$ cat src/rtl/core/envelope_frame_parser_unit_defines.svh
// ----------------------------------------------------------------------------
// envelope frame parser assertion macros
// shared concurrent assertion forms, clocked on i_clk, off during reset
// ----------------------------------------------------------------------------
`ifndef ENVELOPE_FRAME_PARSER_UNIT_DEFINES_SVH
`define ENVELOPE_FRAME_PARSER_UNIT_DEFINES_SVH

// same-cycle implication
`define EFP_ASSERT_NOW(lbl, ante, cons) \
    lbl: assert property (@(posedge i_clk) disable iff (!i_rst_n) (ante) |-> (cons)) \
        else $error("efp same-cycle check failed");

// next-cycle implication
`define EFP_ASSERT_NEXT(lbl, ante, cons) \
    lbl: assert property (@(posedge i_clk) disable iff (!i_rst_n) (ante) |=> (cons)) \
        else $error("efp next-cycle check failed");

`endif

$ cat src/rtl/core/efp_pkg.sv
// ----------------------------------------------------------------------------
// efp_pkg
// section tags, status codes, register indexes and header tables
// ----------------------------------------------------------------------------
package efp_pkg;

    typedef logic [4:0] t_sec;
    typedef logic [2:0] t_status;
    typedef logic [7:0] t_reg_idx;

    localparam t_sec SEC_MAGIC    = 5'd0;
    localparam t_sec SEC_VERSION  = 5'd1;
    localparam t_sec SEC_KIND     = 5'd2;
    localparam t_sec SEC_FLAGS    = 5'd3;
    localparam t_sec SEC_SEQ      = 5'd4;
    localparam t_sec SEC_TIME     = 5'd5;
    localparam t_sec SEC_HDRSEQ   = 5'd6;
    localparam t_sec SEC_STR_LAST = 5'd13;
    localparam t_sec SEC_LONG_STR = 5'd10;
    localparam t_sec SEC_LATCH    = 5'd14;
    localparam t_sec SEC_PAYLEN   = 5'd15;
    localparam t_sec SEC_PAYLOAD  = 5'd16;

    localparam t_status ST_OK         = 3'd0;
    localparam t_status ST_MAGIC      = 3'd1;
    localparam t_status ST_SHORT_HDR  = 3'd2;
    localparam t_status ST_VERSION    = 3'd3;
    localparam t_status ST_KIND       = 3'd4;
    localparam t_status ST_SHORT_META = 3'd5;
    localparam t_status ST_LATCH      = 3'd6;
    localparam t_status ST_PAYLEN     = 3'd7;

    localparam t_reg_idx REG_EXP_VERSION = 8'd0;
    localparam t_reg_idx REG_MAX_KIND    = 8'd1;
    localparam t_reg_idx REG_MAX_PAYLOAD = 8'd2;
    localparam t_reg_idx REG_MAX_DEF     = 8'd3;

    localparam logic [15:0] RST_EXP_VERSION = 16'd2;
    localparam logic [7:0]  RST_MAX_KIND    = 8'd7;
    localparam logic [31:0] RST_MAX_PAYLOAD = 32'd16777216;
    localparam logic [31:0] RST_MAX_DEF     = 32'd1048576;

    // "NBZ2"
    function automatic logic [7:0] magic_byte(input logic [1:0] idx);
        logic [7:0] b;
        unique case (idx)
            2'd0:    b = 8'h4E;
            2'd1:    b = 8'h42;
            2'd2:    b = 8'h5A;
            default: b = 8'h32;
        endcase
        return b;
    endfunction

    function automatic logic [3:0] hdr_len(input t_sec sec);
        logic [3:0] n;
        unique case (sec)
            SEC_VERSION: n = 4'd2;
            SEC_KIND:    n = 4'd1;
            SEC_FLAGS:   n = 4'd1;
            SEC_SEQ:     n = 4'd8;
            SEC_TIME:    n = 4'd8;
            default:     n = 4'd4;
        endcase
        return n;
    endfunction

endpackage

$ cat src/rtl/core/envelope_frame_parser_unit.sv
// ----------------------------------------------------------------------------
// envelope_frame_parser_unit
// byte-serial envelope frame checker with section tagging and frame verdict
// ----------------------------------------------------------------------------
//  channel   dir  request fields
//  s_axis    in   tdata[7:0] byte, tlast frame end
//  m_axis    out  tdata byte/status, tuser section/prefix, tlast frame end
//  cfg       in   i_cfg_index register, i_cfg_data value
//
//  one byte per cycle unless the output stalls; the result is registered in the cycle after acceptance
//  all parse decisions come from the state registers and the current byte
//  reset (synchronous, active low) clears parse state and loads default limits
//  a stalled output register holds off input only while it is full and unread
// ----------------------------------------------------------------------------
`include "envelope_frame_parser_unit_defines.svh"

module envelope_frame_parser_unit
    import efp_pkg::*;
(
    input  logic        i_clk,
    input  logic        i_rst_n,
    input  logic        s_axis_tvalid,
    output logic        s_axis_tready,
    input  logic [7:0]  s_axis_tdata,   // [7:0] in_byte
    input  logic        s_axis_tlast,
    output logic        m_axis_tvalid,
    input  logic        m_axis_tready,
    output logic [15:0] m_axis_tdata,   // [7:0] out_byte, [10:8] status, rest zero
    output logic [5:0]  m_axis_tuser,   // [4:0] section, [5] is_prefix
    output logic        m_axis_tlast,
    input  logic        i_cfg_valid,
    output logic        o_cfg_ready,
    input  t_reg_idx    i_cfg_index,
    input  logic [31:0] i_cfg_data
);

    logic [15:0] r_exp_ver;
    logic [7:0]  r_max_kind;
    logic [31:0] r_max_pay;
    logic [31:0] r_max_def;

    t_sec        r_sec, n_sec;
    logic [3:0]  r_cnt, n_cnt;
    logic [31:0] r_acc, n_acc;
    t_status     r_pend, n_pend;
    t_status     r_err, n_err;
    logic        r_drop, n_drop;

    logic        r_ov;
    logic [7:0]  r_obyte, n_obyte;
    t_sec        r_osec, n_osec;
    logic        r_opre, n_opre;
    logic        r_olast;
    t_status     r_ost, n_ost;

    logic        in_acc;
    logic        res;
    logic        emit;
    logic        pre;
    t_status     err;
    t_status     end_st;
    t_status     st;
    t_sec        sec_o;
    t_sec        sec_inc;
    logic [3:0]  cnt_inc;
    logic [3:0]  pw;
    logic [31:0] acc_shift;
    logic [31:0] acc_dec;
    logic [7:0]  b;

    assign o_cfg_ready   = 1'b1;
    assign s_axis_tready = !r_ov || m_axis_tready;
    assign in_acc        = s_axis_tvalid && s_axis_tready;
    assign b             = s_axis_tdata;

    assign cnt_inc   = r_cnt + 4'd1;
    assign sec_inc   = r_sec + 5'd1;
    assign acc_shift = {r_acc[23:0], b};
    assign acc_dec   = r_acc - 32'd1;
    assign pw        = (r_sec == SEC_LONG_STR) ? 4'd4 : 4'd2;

    always_comb begin
        n_sec  = r_sec;
        n_cnt  = r_cnt;
        n_acc  = r_acc;
        n_pend = r_pend;
        n_err  = r_err;
        n_drop = r_drop;
        err    = ST_OK;
        emit   = 1'b0;
        pre    = 1'b0;
        sec_o  = r_sec;
        if (!r_drop) begin
            if (r_sec == SEC_MAGIC) begin
                if (b != magic_byte(r_cnt[1:0])) begin
                    err = ST_MAGIC;
                end else if (cnt_inc >= 4'd4) begin
                    n_sec = SEC_VERSION;
                    n_cnt = 4'd0;
                    n_acc = 32'd0;
                end else begin
                    n_cnt = cnt_inc;
                end
            end else if (r_sec <= SEC_HDRSEQ) begin
                n_acc = acc_shift;
                n_cnt = cnt_inc;
                if (r_sec == SEC_VERSION && cnt_inc == 4'd2 &&
                    acc_shift[15:0] != r_exp_ver && r_pend == ST_OK) begin
                    n_pend = ST_VERSION;
                end
                if (r_sec == SEC_KIND && b > r_max_kind && r_pend == ST_OK) begin
                    n_pend = ST_KIND;
                end
                if (cnt_inc >= hdr_len(r_sec)) begin
                    if (r_sec == SEC_HDRSEQ && r_pend != ST_OK) begin
                        err = r_pend;
                    end else begin
                        n_sec = sec_inc;
                        n_cnt = 4'd0;
                        n_acc = 32'd0;
                    end
                end
            end else if (r_sec <= SEC_STR_LAST) begin
                if (r_cnt < pw) begin
                    pre   = 1'b1;
                    n_acc = acc_shift;
                    n_cnt = cnt_inc;
                    if (cnt_inc == pw) begin
                        if (r_sec == SEC_LONG_STR && acc_shift > r_max_def) begin
                            err = ST_SHORT_META;
                        end else if (acc_shift == 32'd0) begin
                            n_sec = sec_inc;
                            n_cnt = 4'd0;
                        end
                    end
                end else begin
                    n_acc = acc_dec;
                    if (acc_dec == 32'd0) begin
                        n_sec = sec_inc;
                        n_cnt = 4'd0;
                    end
                end
            end else if (r_sec == SEC_LATCH) begin
                if (b > 8'd1) begin
                    err = ST_LATCH;
                end else begin
                    n_sec = SEC_PAYLEN;
                    n_cnt = 4'd0;
                    n_acc = 32'd0;
                end
            end else if (r_sec == SEC_PAYLEN) begin
                n_acc = acc_shift;
                n_cnt = cnt_inc;
                if (cnt_inc >= 4'd4) begin
                    if (acc_shift > r_max_pay) begin
                        err = ST_PAYLEN;
                    end else begin
                        n_sec = SEC_PAYLOAD;
                        n_cnt = 4'd0;
                    end
                end
            end else begin
                sec_o = SEC_PAYLOAD;
                if (r_acc == 32'd0) begin
                    err = ST_PAYLEN;
                end else begin
                    n_acc = acc_dec;
                end
            end
            if (err != ST_OK) begin
                n_err  = err;
                n_drop = 1'b1;
            end else begin
                emit = 1'b1;
            end
        end

        // verdict for a frame that ends here
        priority if (n_sec == SEC_MAGIC) begin
            end_st = ST_MAGIC;
        end else if (n_sec <= SEC_HDRSEQ) begin
            end_st = ST_SHORT_HDR;
        end else if (n_sec <= SEC_STR_LAST) begin
            end_st = ST_SHORT_META;
        end else if (n_sec == SEC_LATCH) begin
            end_st = ST_LATCH;
        end else if (n_sec == SEC_PAYLEN) begin
            end_st = ST_PAYLEN;
        end else begin
            end_st = (n_acc == 32'd0) ? ST_OK : ST_PAYLEN;
        end
        st = n_drop ? n_err : end_st;

        res     = emit || s_axis_tlast;
        n_obyte = b;
        n_osec  = sec_o;
        n_opre  = pre;
        n_ost   = ST_OK;
        if (s_axis_tlast) begin
            n_ost = st;
            if (!(emit && st == ST_OK)) begin
                n_obyte = 8'd0;
                n_osec  = SEC_MAGIC;
                n_opre  = 1'b0;
            end
            n_sec  = SEC_MAGIC;
            n_cnt  = 4'd0;
            n_acc  = 32'd0;
            n_pend = ST_OK;
            n_err  = ST_OK;
            n_drop = 1'b0;
        end
    end

    // configuration registers
    always_ff @(posedge i_clk) begin
        if (!i_rst_n) begin
            r_exp_ver  <= RST_EXP_VERSION;
            r_max_kind <= RST_MAX_KIND;
            r_max_pay  <= RST_MAX_PAYLOAD;
            r_max_def  <= RST_MAX_DEF;
        end else if (i_cfg_valid && o_cfg_ready) begin
            unique case (i_cfg_index)
                REG_EXP_VERSION: r_exp_ver  <= i_cfg_data[15:0];
                REG_MAX_KIND:    r_max_kind <= i_cfg_data[7:0];
                REG_MAX_PAYLOAD: r_max_pay  <= i_cfg_data;
                REG_MAX_DEF:     r_max_def  <= i_cfg_data;
                default: ;
            endcase
        end
    end

    // parse state
    always_ff @(posedge i_clk) begin
        if (!i_rst_n) begin
            r_sec  <= SEC_MAGIC;
            r_cnt  <= 4'd0;
            r_acc  <= 32'd0;
            r_pend <= ST_OK;
            r_err  <= ST_OK;
            r_drop <= 1'b0;
        end else if (in_acc) begin
            r_sec  <= n_sec;
            r_cnt  <= n_cnt;
            r_acc  <= n_acc;
            r_pend <= n_pend;
            r_err  <= n_err;
            r_drop <= n_drop;
        end
    end

    // result register
    always_ff @(posedge i_clk) begin
        if (!i_rst_n) begin
            r_ov <= 1'b0;
        end else if (in_acc) begin
            r_ov <= res;
        end else if (m_axis_tready) begin
            r_ov <= 1'b0;
        end
    end

    always_ff @(posedge i_clk) begin
        if (in_acc && res) begin
            r_obyte <= n_obyte;
            r_osec  <= n_osec;
            r_opre  <= n_opre;
            r_olast <= s_axis_tlast;
            r_ost   <= n_ost;
        end
    end

    assign m_axis_tvalid = r_ov;
    assign m_axis_tdata  = {5'd0, r_ost, r_obyte};
    assign m_axis_tuser  = {r_opre, r_osec};
    assign m_axis_tlast  = r_olast;

    `EFP_ASSERT_NOW(a_err_only_at_end, m_axis_tvalid && r_ost != ST_OK, m_axis_tlast)
    `EFP_ASSERT_NOW(a_err_zero_payload, m_axis_tvalid && r_ost != ST_OK,
        r_obyte == 8'd0 && r_osec == SEC_MAGIC && !r_opre)
    `EFP_ASSERT_NEXT(a_frame_clear, in_acc && s_axis_tlast,
        r_sec == SEC_MAGIC && !r_drop && r_pend == ST_OK)
    `EFP_ASSERT_NOW(a_drop_has_code, r_drop, r_err != ST_OK)

endmodule
$ cat config.mk
export PLATFORM = sky130hd
export DESIGN_NAME = envelope_frame_parser_unit
export DESIGN_NICKNAME = d
export VERILOG_FILES = /design/src/rtl/core/efp_pkg.sv /design/src/rtl/core/envelope_frame_parser_unit.sv
export VERILOG_INCLUDE_DIRS = /design/src /design/src/rtl/core
export SDC_FILE = /design/constraint.sdc
export NUM_CORES = 1
export LEC_CHECK = 0
export BUFFER_PORTS_ARGS = -buffer_cell sky130_fd_sc_hd__buf_4
export CORE_AREA = 2 2 200 202
export CTS_CLUSTER_DIAMETER = 200
export DETAILED_ROUTE_END_ITERATION = 6
export DIE_AREA = 0 0 202 204
export PLACE_DENSITY_LB_ADDON = 0.08
export REMOVE_ABC_BUFFERS = 1
export SYNTH_ARGS = -nofsm -noshare
export SYNTH_HDL_FRONTEND = slang
export SYNTH_SLANG_ARGS = --single-unit
$ cat constraint.sdc
create_clock -name i_clk -period 5.59 [get_ports i_clk]
set_clock_uncertainty 0.1 [all_clocks]
set_input_delay 0.8385 -clock i_clk [delete_from_list [all_inputs] [get_ports i_clk]]
set_output_delay 0.8385 -clock i_clk [all_outputs]
set_load 0.005 [all_outputs]
==> results.md, run 1 <==
- Status: finished, final reports clean
- Synth Warn #: 0
- Max-slew violation count: 0
- Largest net degree at the start of global routing: 81
- Post-Synth Adder-Cell Area: 9.747%
- Hold/Removal Path Class: flip-flop to flip-flop
- Netlist Area Pre-Place: 11550 um^2
- Fmax: 0.1927 GHz
- TritonCTS clock tree: done
- DR iter-0 viols: 1048
- Total GRT Usage: 21.32%
- Largest family of logic cells by synthesized area: simple AND/OR/NAND/NOR gates
- HPWL Detailed: 32.40 mm
- Synth cell types: 90
- Drt drc: 0
- Die area: 41210 um^2
- Mapped Avg Cell Area: 7.733 um^2
- Startpoint types: flip-flop
- Worst Tran Pin Value: 1104 ps
- Commonest non-fill, non-tap cell in the layout: nand2_1
- Xor/xnor share of the synthesized area: 2.502%
- First-pass GRT wire length: 67.46 mm
- Critical Path Max Stage Delay: 450 ps
- TritonCTS Buffers: 17
- Mux share of post-synthesis cell area: 2.621%
- Pwr/cell area: 186.4 nW/um^2
- # IOs: 80
- Post-synthesis sequential area ratio: 28.24%
- CTS root buf: clkbuf_16
- Simple-gate share of the synthesized area: 25.99%
- Congestion Overflow GR: 0
- Number of I/O port buffers: 73
- Max_cap viols: 0
- Layout area overhead: 16.03%
- # hold bufs at CTS: 0
- Hold Path Depth: 2
- Slowest stage cell, crit path: o211ai_1
- Most frequent cells in the layout: nand2_1, dfxtp_1, buf_4
- R2r worst-path depth: 18
- RSZ-0062 raised after global routing: false
- Setup-failing EPs final: 0
- Clock Path Buffers: 2
- Post-synth EDFFs: 18
- Clk_lat worst skew: 470 ps
- Post-DRT Antenna Nets: 0
- Clock sinks: 154
- Worst Setup End Kind: flip-flop
- Diodes inserted: 0
- #FFs+latches synth: 154
- FF-to-FF End: r_ost[2]
- Peak supply drop: 0.2047 mV
- Site Rows: 73
- Die outline height: 204 um
- Fill cell count: 4193
- CP max FO: 11
- DR vias: 11280
- Buf/Inv on CP: 5
- Cells after Synth: 1494
- CP arrival: 5300 ps
- Setup_tns: 0 ps
- DRT Wirelength: 43.48 mm
- Max_slew headroom: 25.62%
- Cell Chain, Critical Path: inv_1 -> ha_1 -> nor4bb_1 -> buf_4 -> inv_1 -> ha_1 -> or2_2 -> o211ai_1 -> o21a_2 -> buf_12 -> a21oi_1 -> o21ai_0 -> o2111ai_1 -> nor4_1 -> buf_4 -> nand4_1 -> a21boi_0 -> a31o_2
- Complex-gate fraction of the synthesized area: 23.73%
- Via-to-Cell Ratio: 5.406
- CP Class: flip-flop to flip-flop
- Core footprint: 39180 um^2
- Synth Flop Type: dfxtp_1
- Postcts setup bufs: 0
- Clk slew on worst S/H paths: 70 ps
- Tcrit/Tclk final: 92.84%
- Share of cells above drive strength 1: 13.51%
- Net count, final: 1693
- Routability congestion estimate: 0.9374
- Drt pass-1 iters: 5
- Total design power: 2499 uW
- Worst Path Required: 5700 ps
- Worst Hold End: r_max_def[24]
- Worst r2r src: r_sec[0]
- WL/cell: 20.84 um
- CP Launch Point: r_sec[0]
- CP top delay family: compound AO/OA/AOI/OAI gates
- Min cycle time layout: 5190 ps
- Initial Util: 29.49%
- Initial antenna violation count: 0
- LEAKAGE: 0.005034 uW
- Reg2Reg Setup Slack: 400 ps
- H-tree levels: 4
- Final Hold Vio Count: 0
- Vias in the first global route: 10870
- Hold Startpoint: r_max_def[24]
- Asr flop ratio synth: 0%
- Horiz. Die Dim: 202 um
==> how the worst max path moves through the flow <==
stage / end / slack (ps) / cells past startpoint
after floorplan: r_ost[2] / 1170 / 16
after global placement: r_obyte[5] / 510 / 11
after detailed placement: r_osec[3] / 400 / 19
after CTS: r_opre / 330 / 19
after global routing: r_osec[3] / 5 / 19
final: r_ost[2] / 400 / 18
==> stage by stage <==
stage / instance area (um^2) / util, % / setup WS (ps) / hold slack (ps) / instances
2_1_floorplan: 11120 / - / 1174 / 343.1 / 1396
3_3_place_gp: 12820 / 32.71 / 511.4 / 353.7 / 2055
3_5_place_dp: 12820 / 32.71 / 401.6 / 358.1 / 2055
4_1_cts: 13400 / 34.20 / 333.7 / 367.5 / 2087
5_1_grt: 13410 / 34.21 / 5.389 / 386.5 / 2087
6_report: 13410 / 34.21 / 400.1 / 363.8 / 2087
==> cell families (layout without fill, tap and decap cells) <==
family | Yosys count | count (layout)
AOI/OAI and AO/OA | 398 | 398
xor gates and xnor gates | 33 | 33
adders and majority gates | 90 | 90
buffers and inverters | 201 | 265
DFF | 154 | 154
muxes | 30 | 30
other | 2 | 6
and+or+nand+nor | 586 | 586
==> cell type report <==
class	instances	area [um^2]	share of cell area (%)
Clock buffer	20	446.7	3.332
Tap cell	525	656.9	4.900
Timing Repair Buffer	134	1031	7.691
Clock inverter	12	136.4	1.017
Inverter	99	371.6	2.772
Multi-Input combinational cell	1143	7500	55.95
Sequential cell	154	3263	24.34
==> state kept, by name, indices dropped and copies added, names as in the netlist <==
signal,count
r_acc,32
r_max_def,32
r_max_pay,32
r_exp_ver,16
r_max_kind,8
r_obyte,8
r_osec,5
r_sec,5
r_cnt,4
r_err,3
r_ost,3
r_pend,2
m_axis_tlast,1
m_axis_tvalid,1
r_drop,1
r_opre,1
==> cell usage after synthesis, types with 5 or more instances <==
| cell | instances | area [um^2] |
|---|---|---|
| or3_1 | 7 | 43.79 |
| a221oi_1 | 8 | 70.07 |
| and3_1 | 10 | 62.56 |
| a21boi_0 | 79 | 593.1 |
| nor2b_1 | 54 | 337.8 |
| a211oi_1 | 11 | 82.58 |
| nand2b_1 | 11 | 68.82 |
| o31ai_1 | 7 | 52.55 |
| nand3_1 | 27 | 135.1 |
| o21ai_0 | 75 | 375.4 |
| mux2i_1 | 28 | 280.3 |
| o21a_1 | 7 | 52.55 |
| xor2_1 | 7 | 61.31 |
| o211ai_1 | 12 | 90.09 |
| xnor2_1 | 26 | 227.7 |
| a22oi_1 | 19 | 142.6 |
| and2_1 | 29 | 181.4 |
| clkbuf_1 | 79 | 296.5 |
| a222oi_1 | 5 | 50.05 |
| o22ai_1 | 6 | 37.54 |
| buf_4 | 10 | 75.07 |
| a31oi_1 | 6 | 37.54 |
| or4_1 | 11 | 82.58 |
| nand3b_1 | 5 | 37.54 |
| edfxtp_1 | 18 | 540.5 |
| or2_2 | 10 | 62.56 |
| dfxtp_1 | 136 | 2723 |
| buf_1 | 5 | 18.77 |
| nand2_1 | 216 | 810.8 |
| nor2_1 | 68 | 255.2 |
| ha_1 | 90 | 1126 |
| a21oi_1 | 86 | 430.4 |
| nor4_1 | 36 | 225.2 |
| a2111oi_0 | 5 | 43.79 |
| buf_2 | 5 | 25.02 |
| nand4_1 | 39 | 244.0 |
| nor3_1 | 36 | 180.2 |
| a21o_1 | 8 | 60.06 |
| inv_1 | 98 | 367.9 |
==> metal layers <==
metal  global-route usage [%]  wire length, um  up-vias
met3                    3.284             2326       50
met1                    29.98            20710     5440
met5                        0                0        -
li1                         -                -     5445
met2                    33.90            19740      347
met4                    5.567              706        0
==> power breakdown <==
group | switching [uW] | leakage [uW] | internal, uW | total (uW)
combinational | 102 | 0.00348 | 73.4 | 176
clock | 519 | 0.000282 | 673 | 1190
sequential | 5.62 | 0.00127 | 1130 | 1130
==> what timing repair did <==
item / 4_1_cts / 5_1_grt
hold endpoints to repair: 0 / 0
endpoints found under the setup margin: 0 / 15
resized for setup: 0 / 2
==> worst register-to-register path: cells and delay by family (launching register included) <==
family / cells / cell delay (ps)
simple gates: 4 / 1260
fa+ha+maj: 2 / 510
buf+inv: 5 / 820
compound gates: 7 / 1830
flops: 1 / 410
(Power assumes the default switching activity.)
==> inputs of run 2 (changes only) <==
--- a/config.mk
+++ b/config.mk
@@ -6,11 +6,12 @@
 export SDC_FILE = /design/constraint.sdc
 export NUM_CORES = 1
 export LEC_CHECK = 0
+export ABC_AREA = 1
 export BUFFER_PORTS_ARGS = -buffer_cell sky130_fd_sc_hd__buf_4
-export CORE_AREA = 2 2 200 202
+export CORE_AREA = 2 2 203 205
 export CTS_CLUSTER_DIAMETER = 200
 export DETAILED_ROUTE_END_ITERATION = 6
-export DIE_AREA = 0 0 202 204
+export DIE_AREA = 0 0 205 207
 export PLACE_DENSITY_LB_ADDON = 0.08
 export REMOVE_ABC_BUFFERS = 1
 export SYNTH_ARGS = -nofsm -noshare
==> run 2 against run 1 <==
  * Die area grew 3.0%
  * Final cell count grew 17%
  * Hold slack lost 6.3 ps
  * Global-route usage shrank 0.30 points
  * Area after synthesis grew 3.4%
  * Critical endpoint is now r_opre
==> results.md, run 2 <==
- Status: finished, final reports clean
- Hold/Removal Path Class: flip-flop to flip-flop
- Largest net degree at the start of global routing: 92
- Count leader, synth: nand2_1
- Initial Util: 29.58%
- DRT Wirelength: 43.96 mm
- Congestion Overflow GR: 0
- Worst Hold End: r_max_def[1]
- Max-slew violation count: 0
- Most frequent cells in the layout: nand2_1, inv_1, a21oi_1
- Number of I/O port buffers: 73
- Netlist Area Pre-Place: 11940 um^2
- Xor/xnor share of the synthesized area: 1.603%
- Net count, final: 2035
- H-tree levels: 4
- Post-synthesis sequential area ratio: 27.33%
- CP arrival: 5080 ps
- Fill cell count: 4563
- CP max FO: 14
- Layout area overhead: 13.44%
- DR iter-0 viols: 912
- Postcts setup bufs: 0
- Resize count post-CTS: 0
- Dominant cells by area after synthesis: dfxtp_1, nand2_1, ha_1
- TritonCTS clock tree: done
- Post-Synth Adder-Cell Area: 9.430%
- Share of cells above drive strength 1: 12.39%
- Min cycle time layout: 4871 ps
- Initial antenna violation count: 0
- Drt pass-1 iters: 5
- FF-to-FF End: r_opre
- Clock share of power: 46.8%
- Die area: 42440 um^2
- DR vias: 12010
- LEAKAGE: 0.006110 uW
- Pwr/cell area: 189.7 nW/um^2
- TritonCTS Buffers: 17
- Die outline height: 207 um
- Asr flop ratio synth: 0%
- Hold Path Depth: 2
- Worst r2r src: r_sec[0]
- WL/cell: 18.04 um
- Tcrit/Tclk final: 87.14%
- Multi-input gate area in the final layout: 7376 um^2
- Post-layout util: 33.56%
- Fmax: 0.2053 GHz
- Top cells by count, synth: nand2_1, inv_1, a21oi_1
- Horiz. Die Dim: 205 um
- Worst Tran Pin Value: 1086 ps
- Via-to-Cell Ratio: 4.931
- NetSw: 681.8 uW
- Setup-failing EPs final: 0
- Hold Startpoint: r_max_def[1]
- Peak supply drop: 0.2268 mV
- #FFs+latches synth: 154
- Synth Warn #: 0
- Clk_lat worst skew: 460 ps
- Setup_tns: 0 ps
- Area share of the largest cell type after synthesis: 22.80%
- Startpoint types: flip-flop
- Clk slew on worst S/H paths: 70 ps
- Register area: 3263 um^2
- HPWL Detailed: 33.13 mm
- Drt drc: 0
- R2r worst-path depth: 27
- Synth cell types: 54
- Diodes inserted: 0
- Vias in the first global route: 11340
- Final Hold Vio Count: 0
- Post-synth EDFFs: 18
- Total GRT Usage: 21.02%
- Synth Flop Type: dfxtp_1
- Post-DRT Antenna Nets: 0
- CP Class: flip-flop to flip-flop
- Biggest regs: r_acc x32, r_max_def x32, r_max_pay x32
- Max_slew headroom: 27.59%
- Mapped Avg Cell Area: 6.476 um^2
- Worst Path Required: 5800 ps
- First-pass GRT wire length: 68.42 mm
- Routability congestion estimate: 0.8943
- Reg2Reg Setup Slack: 720 ps
- # IOs: 80
- Mux share of post-synthesis cell area: 0%
- Combinational group share of total power: 9.0%
- Register share of total power: 44.1%
- Largest area contributor in the netlist: dfxtp_1
- # hold bufs at CTS: 0
- Largest family of logic cells by synthesized area: simple AND/OR/NAND/NOR gates
- Complex-gate fraction of the synthesized area: 18.72%
- Cells after Synth: 1844
- Commonest non-fill, non-tap cell in the layout: nand2_1
- RSZ-0062 raised after global routing: false
- Site Rows: 74
- Clock Path Buffers: 2
- Worst Setup End Kind: flip-flop
- Simple-gate share of the synthesized area: 31.71%
- Max_cap viols: 0
- Sw Ratio: 26.53%
- Core footprint: 40370 um^2
- P_int: 1888 uW
- Clock sinks: 154
- CTS root buf: clkbuf_16
==> run 2: cell count changes after synthesis, sizes merged, moves of 31 or more <==
cell    before  now
nand2      216  495
inv         98  231
nor2b       54    0
nand3       27   89
a21boi      80    2
nor2        69  217
nor4        37    6
o21ai       82  150
a21oi       88  200
clkbuf      79   44
==> run 2: worst max-delay path by stage <==
stage	from	to	slack (ps)	cells after the start
6_report	r_sec[0]	r_opre	720	27
5_1_grt	r_sec[0]	r_opre	320	27
4_1_cts	r_sec[0]	r_opre	750	27
3_5_place_dp	r_sec[0]	r_opre	770	27
3_3_place_gp	r_sec[0]	r_opre	810	27
2_1_floorplan	s_axis_tdata[5]	m_axis_tlast	1620	20
==> run 2: logic make-up after synthesis <==
kind of cell | Yosys count
AOI/OAI and AO/OA | 412
xor gates and xnor gates | 21
adders and majority gates | 90
buffers and inverters | 312
DFF | 154
other | 2
and+or+nand+nor | 853
==> run 2: layout make-up <==
| type | instances | area share (%) |
|---|---|---|
| clock buffer | 21 | 3.639 |
| clock inverter | 11 | 0.7758 |
| inverter | 234 | 6.484 |
| multi-input combinational | 1382 | 54.45 |
| sequential | 154 | 24.09 |
| tap | 532 | 4.914 |
| timing repair buffer | 102 | 5.653 |
==> run 2: per-stage QoR <==
step / worst slack (ps) / total power [uW] / hold WS [ps] / cell area (um^2) / instances
floorplan: 1616 / 1276 / 332.5 / 11500 / 1770
global placement: 811.7 / 1393 / 347.5 / 12950 / 2404
detailed placement: 769.4 / 1393 / 354.6 / 12950 / 2404
CTS: 749.1 / 2614 / 364.2 / 13550 / 2436
global route: 315.5 / 2678 / 379.5 / 13550 / 2436
finish: 718.6 / 2570 / 357.5 / 13550 / 2436
==> run 2: routing by layer <==
metal	part of all wire, %	global-route usage (%)	up-vias	routed length (um)
met1	49	30.00	5596	21650
met5	0	0	-	0
li1	-	-	6110	-
met3	4.0	2.895	36	1774
met4	1.5	5.706	0	666
met2	45	32.96	271	19870
==> run 2: power by group through the flow <==
stage	Combinational (uW)	Sequential [uW]	Clock, uW
2_1_floorplan	116	1160	0
3_3_place_gp	234	1160	0
3_5_place_dp	235	1160	0
4_1_cts	235	1130	1250
5_1_grt	259	1130	1280
6_report	233	1130	1200
==> run 2: critical path, cell delays in order, from the launching register on <==
cell and delay, ps:
dfxtp_1 600, inv_1 180, ha_1 280, o21ai_0 270, nand3_1 120, ha_1 310, nand4_1 80, nand3_1 130
nand2_1 80, nand2_1 270, nand2_1 320, nand2_1 200, o21ai_0 110, nand2_1 70, nand3_1 110, nor2_1 120
nand2_1 60, nor2_1 260, nand2_1 80, nor2_1 120, nand3_2 140, nand2_1 100, nand2_1 50, nand2_1 70
nand2_1 60, nand2_2 70, nand2_4 200, nor2_1 160
